$ cat src/dtpg_pkg.sv
// Package: types, constants and register codes of the display test pattern generator.
`timescale 1ns / 1ps
package dtpg_pkg;

  localparam int COORD_LIMIT = 4096;
  localparam int COORD_W     = $clog2(COORD_LIMIT);
  localparam int DIM_W       = 12;
  localparam int STRIDE_W    = 13;
  localparam int MODE_W      = 4;
  localparam int COLOR_W     = 16;
  localparam int ADDR_W      = 24;
  localparam int APB_AW      = 5;
  localparam int APB_DW      = 32;
  localparam int REG_IDX_W   = 3;

  localparam logic [13:0] RECIP5 = 14'd13108;
  localparam logic [14:0] RECIP3 = 15'd21846;

  localparam logic [REG_IDX_W-1:0] REG_MODE   = 3'd0;
  localparam logic [REG_IDX_W-1:0] REG_WIDTH  = 3'd1;
  localparam logic [REG_IDX_W-1:0] REG_HEIGHT = 3'd2;
  localparam logic [REG_IDX_W-1:0] REG_STRIDE = 3'd3;
  localparam logic [REG_IDX_W-1:0] REG_SOLID  = 3'd4;

  localparam logic [MODE_W-1:0] MODE_SOLID   = 4'd0;
  localparam logic [MODE_W-1:0] MODE_QUAD    = 4'd1;
  localparam logic [MODE_W-1:0] MODE_VBARS   = 4'd2;
  localparam logic [MODE_W-1:0] MODE_HBANDS  = 4'd3;
  localparam logic [MODE_W-1:0] MODE_WBORDER = 4'd4;
  localparam logic [MODE_W-1:0] MODE_BBORDER = 4'd5;
  localparam logic [MODE_W-1:0] MODE_FLICKER = 4'd6;
  localparam logic [MODE_W-1:0] MODE_RGBROWS = 4'd7;
  localparam logic [MODE_W-1:0] MODE_HALF    = 4'd8;

  localparam logic [COLOR_W-1:0] COL_RED   = 16'hf800;
  localparam logic [COLOR_W-1:0] COL_GREEN = 16'h07e0;
  localparam logic [COLOR_W-1:0] COL_BLUE  = 16'h001f;
  localparam logic [COLOR_W-1:0] COL_WHITE = 16'hffff;
  localparam logic [COLOR_W-1:0] COL_BLACK = 16'h0000;

  localparam logic [MODE_W-1:0]   RST_MODE   = MODE_SOLID;
  localparam logic [DIM_W-1:0]    RST_WIDTH  = 12'd480;
  localparam logic [DIM_W-1:0]    RST_HEIGHT = 12'd854;
  localparam logic [STRIDE_W-1:0] RST_STRIDE = 13'd480;
  localparam logic [COLOR_W-1:0]  RST_SOLID  = 16'h0000;

  typedef struct packed {
    logic [MODE_W-1:0]   mode;
    logic [DIM_W-1:0]    width;
    logic [DIM_W-1:0]    height;
    logic [STRIDE_W-1:0] stride;
    logic [COLOR_W-1:0]  solid;
  } cfg_t;

  typedef struct packed {
    logic [DIM_W-1:0] w_half;
    logic [DIM_W-1:0] h_half;
    logic [DIM_W-1:0] w_q1;
    logic [DIM_W-1:0] w_q2;
    logic [DIM_W-1:0] w_q3;
    logic [DIM_W-1:0] w_q4;
    logic [DIM_W-1:0] h_q1;
    logic [DIM_W-1:0] h_q2;
    logic [DIM_W-1:0] h_q3;
    logic [DIM_W-1:0] h_q4;
    logic [DIM_W-1:0] h_third;
    logic [DIM_W-1:0] h_two_third;
  } thr_t;

endpackage

$ cat src/dtpg_cfg.sv
// Register file of the generator and the band thresholds derived from it.
`timescale 1ns / 1ps
module dtpg_cfg
  import dtpg_pkg::*;
(
  input  logic              clk,
  input  logic              rst_n,
  input  logic              psel,
  input  logic              penable,
  input  logic              pwrite,
  input  logic [APB_AW-1:0] paddr,
  input  logic [APB_DW-1:0] pwdata,
  output logic [APB_DW-1:0] prdata,
  output logic              pready,
  output cfg_t              cfg,
  output thr_t              thr
);

  function automatic thr_t derive(input logic [DIM_W-1:0] w, input logic [DIM_W-1:0] h);
    logic [25:0] wp;
    logic [25:0] hp;
    logic [26:0] h3p;
    logic [27:0] h23p;
    logic [DIM_W-1:0] wq;
    logic [DIM_W-1:0] hq;
    thr_t t;
    wp   = w * RECIP5;
    hp   = h * RECIP5;
    h3p  = h * RECIP3;
    h23p = {h, 1'b0} * RECIP3;
    wq   = {2'b00, wp[25:16]};
    hq   = {2'b00, hp[25:16]};
    t.w_half      = {1'b0, w[DIM_W-1:1]};
    t.h_half      = {1'b0, h[DIM_W-1:1]};
    t.w_q1        = wq;
    t.w_q2        = {wq[DIM_W-2:0], 1'b0};
    t.w_q3        = {wq[DIM_W-2:0], 1'b0} + wq;
    t.w_q4        = {wq[DIM_W-3:0], 2'b00};
    t.h_q1        = hq;
    t.h_q2        = {hq[DIM_W-2:0], 1'b0};
    t.h_q3        = {hq[DIM_W-2:0], 1'b0} + hq;
    t.h_q4        = {hq[DIM_W-3:0], 2'b00};
    t.h_third     = {1'b0, h3p[26:16]};
    t.h_two_third = h23p[27:16];
    return t;
  endfunction

  cfg_t cfg_r;
  thr_t thr_r;
  logic wr_en;
  logic [REG_IDX_W-1:0] idx;

  assign pready = 1'b1;
  assign wr_en  = psel & penable & pwrite & pready;
  assign idx    = paddr[APB_AW-1:2];

  always_ff @(posedge clk) begin
    if (!rst_n) begin
      cfg_r.mode   <= RST_MODE;
      cfg_r.width  <= RST_WIDTH;
      cfg_r.height <= RST_HEIGHT;
      cfg_r.stride <= RST_STRIDE;
      cfg_r.solid  <= RST_SOLID;
      thr_r        <= derive(RST_WIDTH, RST_HEIGHT);
    end else begin
      if (wr_en) begin
        unique case (idx)
          REG_MODE:   cfg_r.mode   <= pwdata[MODE_W-1:0];
          REG_WIDTH:  cfg_r.width  <= pwdata[DIM_W-1:0];
          REG_HEIGHT: cfg_r.height <= pwdata[DIM_W-1:0];
          REG_STRIDE: cfg_r.stride <= pwdata[STRIDE_W-1:0];
          REG_SOLID:  cfg_r.solid  <= pwdata[COLOR_W-1:0];
          default: ;
        endcase
      end
      thr_r <= derive(cfg_r.width, cfg_r.height);
    end
  end

  always_comb begin
    unique case (idx)
      REG_MODE:   prdata = {{(APB_DW-MODE_W){1'b0}}, cfg_r.mode};
      REG_WIDTH:  prdata = {{(APB_DW-DIM_W){1'b0}}, cfg_r.width};
      REG_HEIGHT: prdata = {{(APB_DW-DIM_W){1'b0}}, cfg_r.height};
      REG_STRIDE: prdata = {{(APB_DW-STRIDE_W){1'b0}}, cfg_r.stride};
      REG_SOLID:  prdata = {{(APB_DW-COLOR_W){1'b0}}, cfg_r.solid};
      default:    prdata = '0;
    endcase
  end

  assign cfg = cfg_r;
  assign thr = thr_r;

endmodule

$ cat src/dtpg_core.sv
// Pattern color and frame buffer address of one pixel.
`timescale 1ns / 1ps
module dtpg_core
  import dtpg_pkg::*;
(
  input  cfg_t               cfg,
  input  thr_t               thr,
  input  logic [COORD_W-1:0] x,
  input  logic [COORD_W-1:0] y,
  output logic [COLOR_W-1:0] color,
  output logic [ADDR_W-1:0]  address
);

  logic [COORD_W+STRIDE_W-1:0] prod;
  logic [COORD_W+14:0]         y3p;
  logic                        in_frame;
  logic                        on_edge;
  logic                        left;
  logic                        top;
  logic [COLOR_W-1:0]          vbar;
  logic [COLOR_W-1:0]          hband;

  assign prod    = y * cfg.stride;
  assign address = prod[ADDR_W-1:0] + {{(ADDR_W-COORD_W){1'b0}}, x};

  assign y3p      = y * RECIP3;
  assign in_frame = ({1'b0, x} < {1'b0, cfg.width}) && ({1'b0, y} < {1'b0, cfg.height});
  assign on_edge  = (x == '0) || (y == '0)
                 || ({1'b0, x} + 13'd1 == {1'b0, cfg.width})
                 || ({1'b0, y} + 13'd1 == {1'b0, cfg.height});
  assign left     = x < thr.w_half;
  assign top      = y < thr.h_half;

  always_comb begin
    if (x < thr.w_q1)      vbar = COL_RED;
    else if (x < thr.w_q2) vbar = COL_GREEN;
    else if (x < thr.w_q3) vbar = COL_BLUE;
    else if (x < thr.w_q4) vbar = COL_BLACK;
    else                   vbar = COL_WHITE;
    if (y < thr.h_q1)      hband = COL_RED;
    else if (y < thr.h_q2) hband = COL_GREEN;
    else if (y < thr.h_q3) hband = COL_BLUE;
    else if (y < thr.h_q4) hband = COL_BLACK;
    else                   hband = COL_WHITE;
  end

  always_comb begin
    color = COL_BLACK;
    if (in_frame) begin
      case (cfg.mode)
        MODE_SOLID:   color = cfg.solid;
        MODE_QUAD:    color = top ? (left ? COL_RED : COL_GREEN)
                                  : (left ? COL_BLUE : COL_WHITE);
        MODE_VBARS:   color = vbar;
        MODE_HBANDS:  color = hband;
        MODE_WBORDER: color = on_edge ? COL_WHITE : COL_BLACK;
        MODE_BBORDER: color = on_edge ? COL_BLACK : COL_WHITE;
        MODE_FLICKER: color = y3p[16] ? COL_BLACK : COL_WHITE;
        MODE_RGBROWS: color = (y < thr.h_third) ? COL_RED
                            : (y < thr.h_two_third) ? COL_GREEN : COL_BLUE;
        MODE_HALF:    color = left ? COL_WHITE : COL_BLACK;
        default:      color = COL_BLACK;
      endcase
    end
  end

endmodule

$ cat src/display_test_pattern_generator.sv
// Top level of the display test pattern generator: input stage, pattern logic, result stage.
//
//   channel | direction | handshake             | payload
//   in      | input     | in_valid / in_stall   | in_pixel_x, in_pixel_y
//   out     | output    | out_valid / out_stall | out_pixel_color, out_pixel_address
//   cfg     | input     | psel/penable/pwrite   | paddr, pwdata, prdata
//
// One item per cycle unless the output stalls; results leave through the result register.
// The path is an input register, the color decode and the y * stride multiply, a result register.
// Band thresholds are held in their own register, loaded from the width and height registers.
// Synchronous reset clears valid flags and loads the register defaults.
// A stalled result holds while the input stage still takes one more item.
`timescale 1ns / 1ps
module display_test_pattern_generator
  import dtpg_pkg::*;
(
  input  logic               clk,
  input  logic               rst_n,
  input  logic               in_valid,
  output logic               in_stall,
  input  logic [COORD_W-1:0] in_pixel_x,
  input  logic [COORD_W-1:0] in_pixel_y,
  output logic               out_valid,
  input  logic               out_stall,
  output logic [COLOR_W-1:0] out_pixel_color,
  output logic [ADDR_W-1:0]  out_pixel_address,
  input  logic               psel,
  input  logic               penable,
  input  logic               pwrite,
  input  logic [APB_AW-1:0]  paddr,
  input  logic [APB_DW-1:0]  pwdata,
  output logic [APB_DW-1:0]  prdata,
  output logic               pready
);

  cfg_t cfg;
  thr_t thr;

  logic               s1_valid_r;
  logic [COORD_W-1:0] s1_x_r;
  logic [COORD_W-1:0] s1_y_r;
  logic               out_valid_r;
  logic [COLOR_W-1:0] out_color_r;
  logic [ADDR_W-1:0]  out_addr_r;
  logic [COLOR_W-1:0] color_nxt;
  logic [ADDR_W-1:0]  addr_nxt;
  logic               out_free;
  logic               s1_move;
  logic               s1_load;

  dtpg_cfg u_cfg (
    .clk     (clk),
    .rst_n   (rst_n),
    .psel    (psel),
    .penable (penable),
    .pwrite  (pwrite),
    .paddr   (paddr),
    .pwdata  (pwdata),
    .prdata  (prdata),
    .pready  (pready),
    .cfg     (cfg),
    .thr     (thr)
  );

  dtpg_core u_core (
    .cfg     (cfg),
    .thr     (thr),
    .x       (s1_x_r),
    .y       (s1_y_r),
    .color   (color_nxt),
    .address (addr_nxt)
  );

  assign out_free = ~out_valid_r | ~out_stall;
  assign s1_move  = s1_valid_r & out_free;
  assign in_stall = s1_valid_r & ~out_free;
  assign s1_load  = in_valid & ~in_stall;

  always_ff @(posedge clk) begin
    if (!rst_n) begin
      s1_valid_r  <= 1'b0;
      out_valid_r <= 1'b0;
    end else begin
      if (s1_load) begin
        s1_valid_r <= 1'b1;
      end else if (s1_move) begin
        s1_valid_r <= 1'b0;
      end
      if (out_free) begin
        out_valid_r <= s1_valid_r;
      end
    end
  end

  always_ff @(posedge clk) begin
    if (s1_load) begin
      s1_x_r <= in_pixel_x;
      s1_y_r <= in_pixel_y;
    end
    if (s1_move) begin
      out_color_r <= color_nxt;
      out_addr_r  <= addr_nxt;
    end
  end

  assign out_valid         = out_valid_r;
  assign out_pixel_color   = out_color_r;
  assign out_pixel_address = out_addr_r;

endmodule

$ cat config.mk
export PLATFORM = sky130hd
export DESIGN_NAME = display_test_pattern_generator
export DESIGN_NICKNAME = d
export VERILOG_FILES = /design/src/dtpg_pkg.sv /design/src/dtpg_cfg.sv /design/src/dtpg_core.sv /design/src/display_test_pattern_generator.sv
export SDC_FILE = /design/constraint.sdc
export NUM_CORES = 1
export LEC_CHECK = 0
export BUFFER_PORTS_ARGS = -buffer_cell sky130_fd_sc_hd__buf_4
export CAP_MARGIN = 20
export CORE_UTILIZATION = 55
export CTS_CLUSTER_DIAMETER = 60
export DETAILED_ROUTE_END_ITERATION = 10
export PLACE_DENSITY_LB_ADDON = 0.12
export SETUP_SLACK_MARGIN = 0.15
export SLEW_MARGIN = 20
export SYNTH_ARGS = -nofsm -noshare
export SYNTH_HDL_FRONTEND = slang
export SYNTH_SLANG_ARGS = --single-unit
$ cat constraint.sdc
create_clock -name clk -period 16.46 [get_ports clk]
set_input_delay 0.823 -clock clk [delete_from_list [all_inputs] [get_ports clk]]
set_output_delay 0.823 -clock clk [all_outputs]
set_load 0.05 [all_outputs]
==> impl_metrics.ini <==
[grt]
grt_first_pass_wirelength_um = 107000
grtUsageTotal = 0.287
antenna_found_initial = 1
grt_max_degree = 95
grt-ovfl-total = 0
grt_pass1_vias = 20300

[power]
sw_frac_of_total = 0.428
p_int_uw = 1330
powerDensity_nw_per_um2 = 83.7
seqPwrFrac = 0.266
p_leak_uw = 0.0142
p_sw_uw = 999
peakVddDrop_uv = 103
pwr-share-clk = 0.188
combPwrFrac = 0.547

[worst_setup_path]
criticalPathCategory = reg -> reg
crit_fanout = 10
critical_path_arrival_ns = 7.56
startpoint_type = register
cp_data_required_time_ns = 16.84
setup.worst_path.end_class = register

[clock_network]
postCtsSetupRepairBufs = 0
cts-root-buf = clkbuf_16
cts_resized = 0
clock_sinks = 199
h-tree-depth = 4
cts_made_buffers = 17
cts_tree = done
clk_latency_ns = 0.49
cts_buffer_depth = 2
clkTransAtPathRegs_ns = 0.08
cts_hold_buffers = 0

[cells_and_area]
nets = 3709
area_growth_pct = 7.68
utilization = 0.600
layout-drive-gt1-share = 0.0636
fin_area_um2 = 27900

[logic_synthesis]
syn_area_per_cell_um2 = 9.28
ys_types = 74
yosys_warnings = 0
synth-edff-count = 64
ys_seq_area_frac = 0.179
async_flop_share = 0
synthCells = 2791
ys_seq_elements = 199
netlist_area_um2 = 25900
synthFlopType = dfxtp_1

[placement]
numPortBuffers = 107
dpl-instance-area_um2 = 27300
gp_congestion = 0.928
dp_slack_ns = 9.32
place_hpwl_um = 52200

[run]
drv_cap = 0

[status]
status = finished clean

[timing]
tightest_slew_ns = 0.917
setup_viol = 0
finalSetupTns_ns = 0
fin_skew_ns = 0.0164
layout_setup_ws_ns = 9.28
hold_violations = 0
finalCriticalPeriod_ns = 7.18
maxSlewViolCount = 0
rsz0062_at_grt = no
slew_headroom = 0.387
period_share = 0.436
max_freq_mhz = 139

[drt]
wire_per_inst_um = 19.0
drtIter0Drc = 1155
ant_nets = 0
routed_wl_um = 66000
drt-pass1-iter-count = 6
drc = 0
num_vias = 19500
viasPerCell = 5.59
wl_met2_um = 31800
highest_layer = met4
drt-met1-wl_um = 29300
routed-wl-met3_um = 3120

[floorplanning]
rows = 79
dieArea_um2 = 48000
io_pins = 143
die_y_um = 219
die_w_um = 219
initial_core_util = 0.557
core_um2 = 46500

[min_path]
hold_path_class = reg -> reg
[metrics by stage]
stage,instances,power (µW),hold WS (ns)
2_1_floorplan,2806,1590,0.452
3_3_place_gp,3451,1840,0.462
3_5_place_dp,3451,1900,0.476
4_1_cts,3483,2340,0.489
5_1_grt,3484,2530,0.504
6_report,3484,2330,0.489
[kinds of logic (layout without fill, tap and decap cells)]
| logic type | count (synthesis) | after routing | share of synthesized area |
|---|---|---|---|
| adders and majority gates | 780 | 780 | 0.454 |
| and+or+nand+nor | 652 | 652 | 0.123 |
| buffers and inverters | 618 | 688 | 0.0925 |
| AOI/OAI and AO/OA | 424 | 424 | 0.111 |
| DFF | 199 | 199 | 0.179 |
| xor gates and xnor gates | 103 | 103 | 0.0348 |
| muxes | 13 | 13 | 0.00503 |
| other | 2 | 18 | 0.000290 |
[worst max-delay path, stage by stage (launching register included)]
cell and delay, ns:
dfxtp_1 0.79, ha_1 0.42, ha_1 0.33, inv_1 0.07, fa_1 0.54, inv_1 0.06, fa_1 0.54, inv_1 0.06
fa_1 0.54, inv_1 0.04, ha_1 0.29, a21o_1 0.16, a21o_1 0.17, a221oi_1 0.34, o21ai_0 0.29, a21oi_1 0.26
xnor2_1 0.18, ha_1 0.27, fa_1 0.41, a21oi_1 0.17, nor2_1 0.06, nor2_1 0.15, o21bai_1 0.10, a21oi_1 0.25
o21bai_1 0.13, a21o_1 0.21, xor2_1 0.14, and2_1 0.15
[state kept, by name (all words and copies together) (netlist names)]
name	cells
out_pixel_address	24
out_pixel_color	16
out_valid	1
s1_valid_r	1
s1_x_r	12
s1_y_r	12
u_cfg.cfg	57
u_cfg.thr	76
[per-layer routing]
metal,track usage,up-vias
li1,-,9291
met1,0.380,9624
met2,0.489,467
met3,0.0290,98
met4,0.0986,0
met5,0,-
[Yosys cell counts (11+ instances only)]
cell      instances  area [µm²]
edfxtp_1         64        1920
nand2_1         290        1090
inv_1           526        1970
a21boi_0         43         323
xnor2_1          69         604
a211oi_1         32         240
mux2i_1          13         130
ha_1            510        6380
nor3_1           23         115
a21oi_1          88         440
buf_4            20         150
o21a_1           32         240
nand4_1          11        68.8
o21ai_0          74         370
xor2_1           34         298
nor2b_1          25         156
nand2b_1         34         213
o211ai_1         20         150
a21o_1           43         323
fa_1            268        5370
nor2_1           65         244
nand3_1          30         150
and2_1          115         719
dfxtp_1         135        2700
clkbuf_1         69         259
[layout by cell type (no fill, tap or decap), types with 8 or more instances in the layout]
cell       count
xor2_1        34
nor3_1        22
mux2i_1       13
and2_1       115
inv_1        526
o21ai_0       74
nand4_1       11
dfxtp_1      135
xnor2_1       69
nand2_1      290
o21a_1        32
o211ai_1      20
nor4_1         9
nor2b_1       24
a21oi_1       88
a22oi_1        9
and4_1         8
o21bai_1       9
fa_1         268
nor2_1        65
a21o_1        43
clkbuf_16     17
conb_1        17
nand2b_1      34
a21boi_0      42
ha_1         510
edfxtp_1      64
a211oi_1      32
buf_4        130
and3_1        10
nand3_1       30
[power by group through the flow]
stage	sequential [µW]	combinational [µW]	clock (µW)
6_report	619	1280	438
5_1_grt	625	1440	459
4_1_cts	619	1280	442
3_5_place_dp	630	1270	0
3_3_place_gp	629	1220	0
2_1_floorplan	683	908	0
[final timing paths]
| path | to | slack [ns] | from | cells after the start |
|---|---|---|---|---|
| max | u_cfg.thr[45] | 9.28 | u_cfg.cfg[33] | 27 |
| min | u_cfg.cfg[6] | 0.49 | u_cfg.cfg[6] | 2 |
| max reg2reg | u_cfg.thr[45] | 9.28 | u_cfg.cfg[33] | 27 |
| min reg2reg | u_cfg.cfg[6] | 0.49 | u_cfg.cfg[6] | 2 |
[layout make-up]
class,instances,area (µm²)
multi-input cells,1989,19000
fillers,3990,18600
flip-flops and latches,199,4620
inverters,526,1970
repair buffers,130,976
well taps,607,759
clock buffers,19,443
clock inverters,13,141
diodes,1,2.50
(Power assumes the default switching activity.)
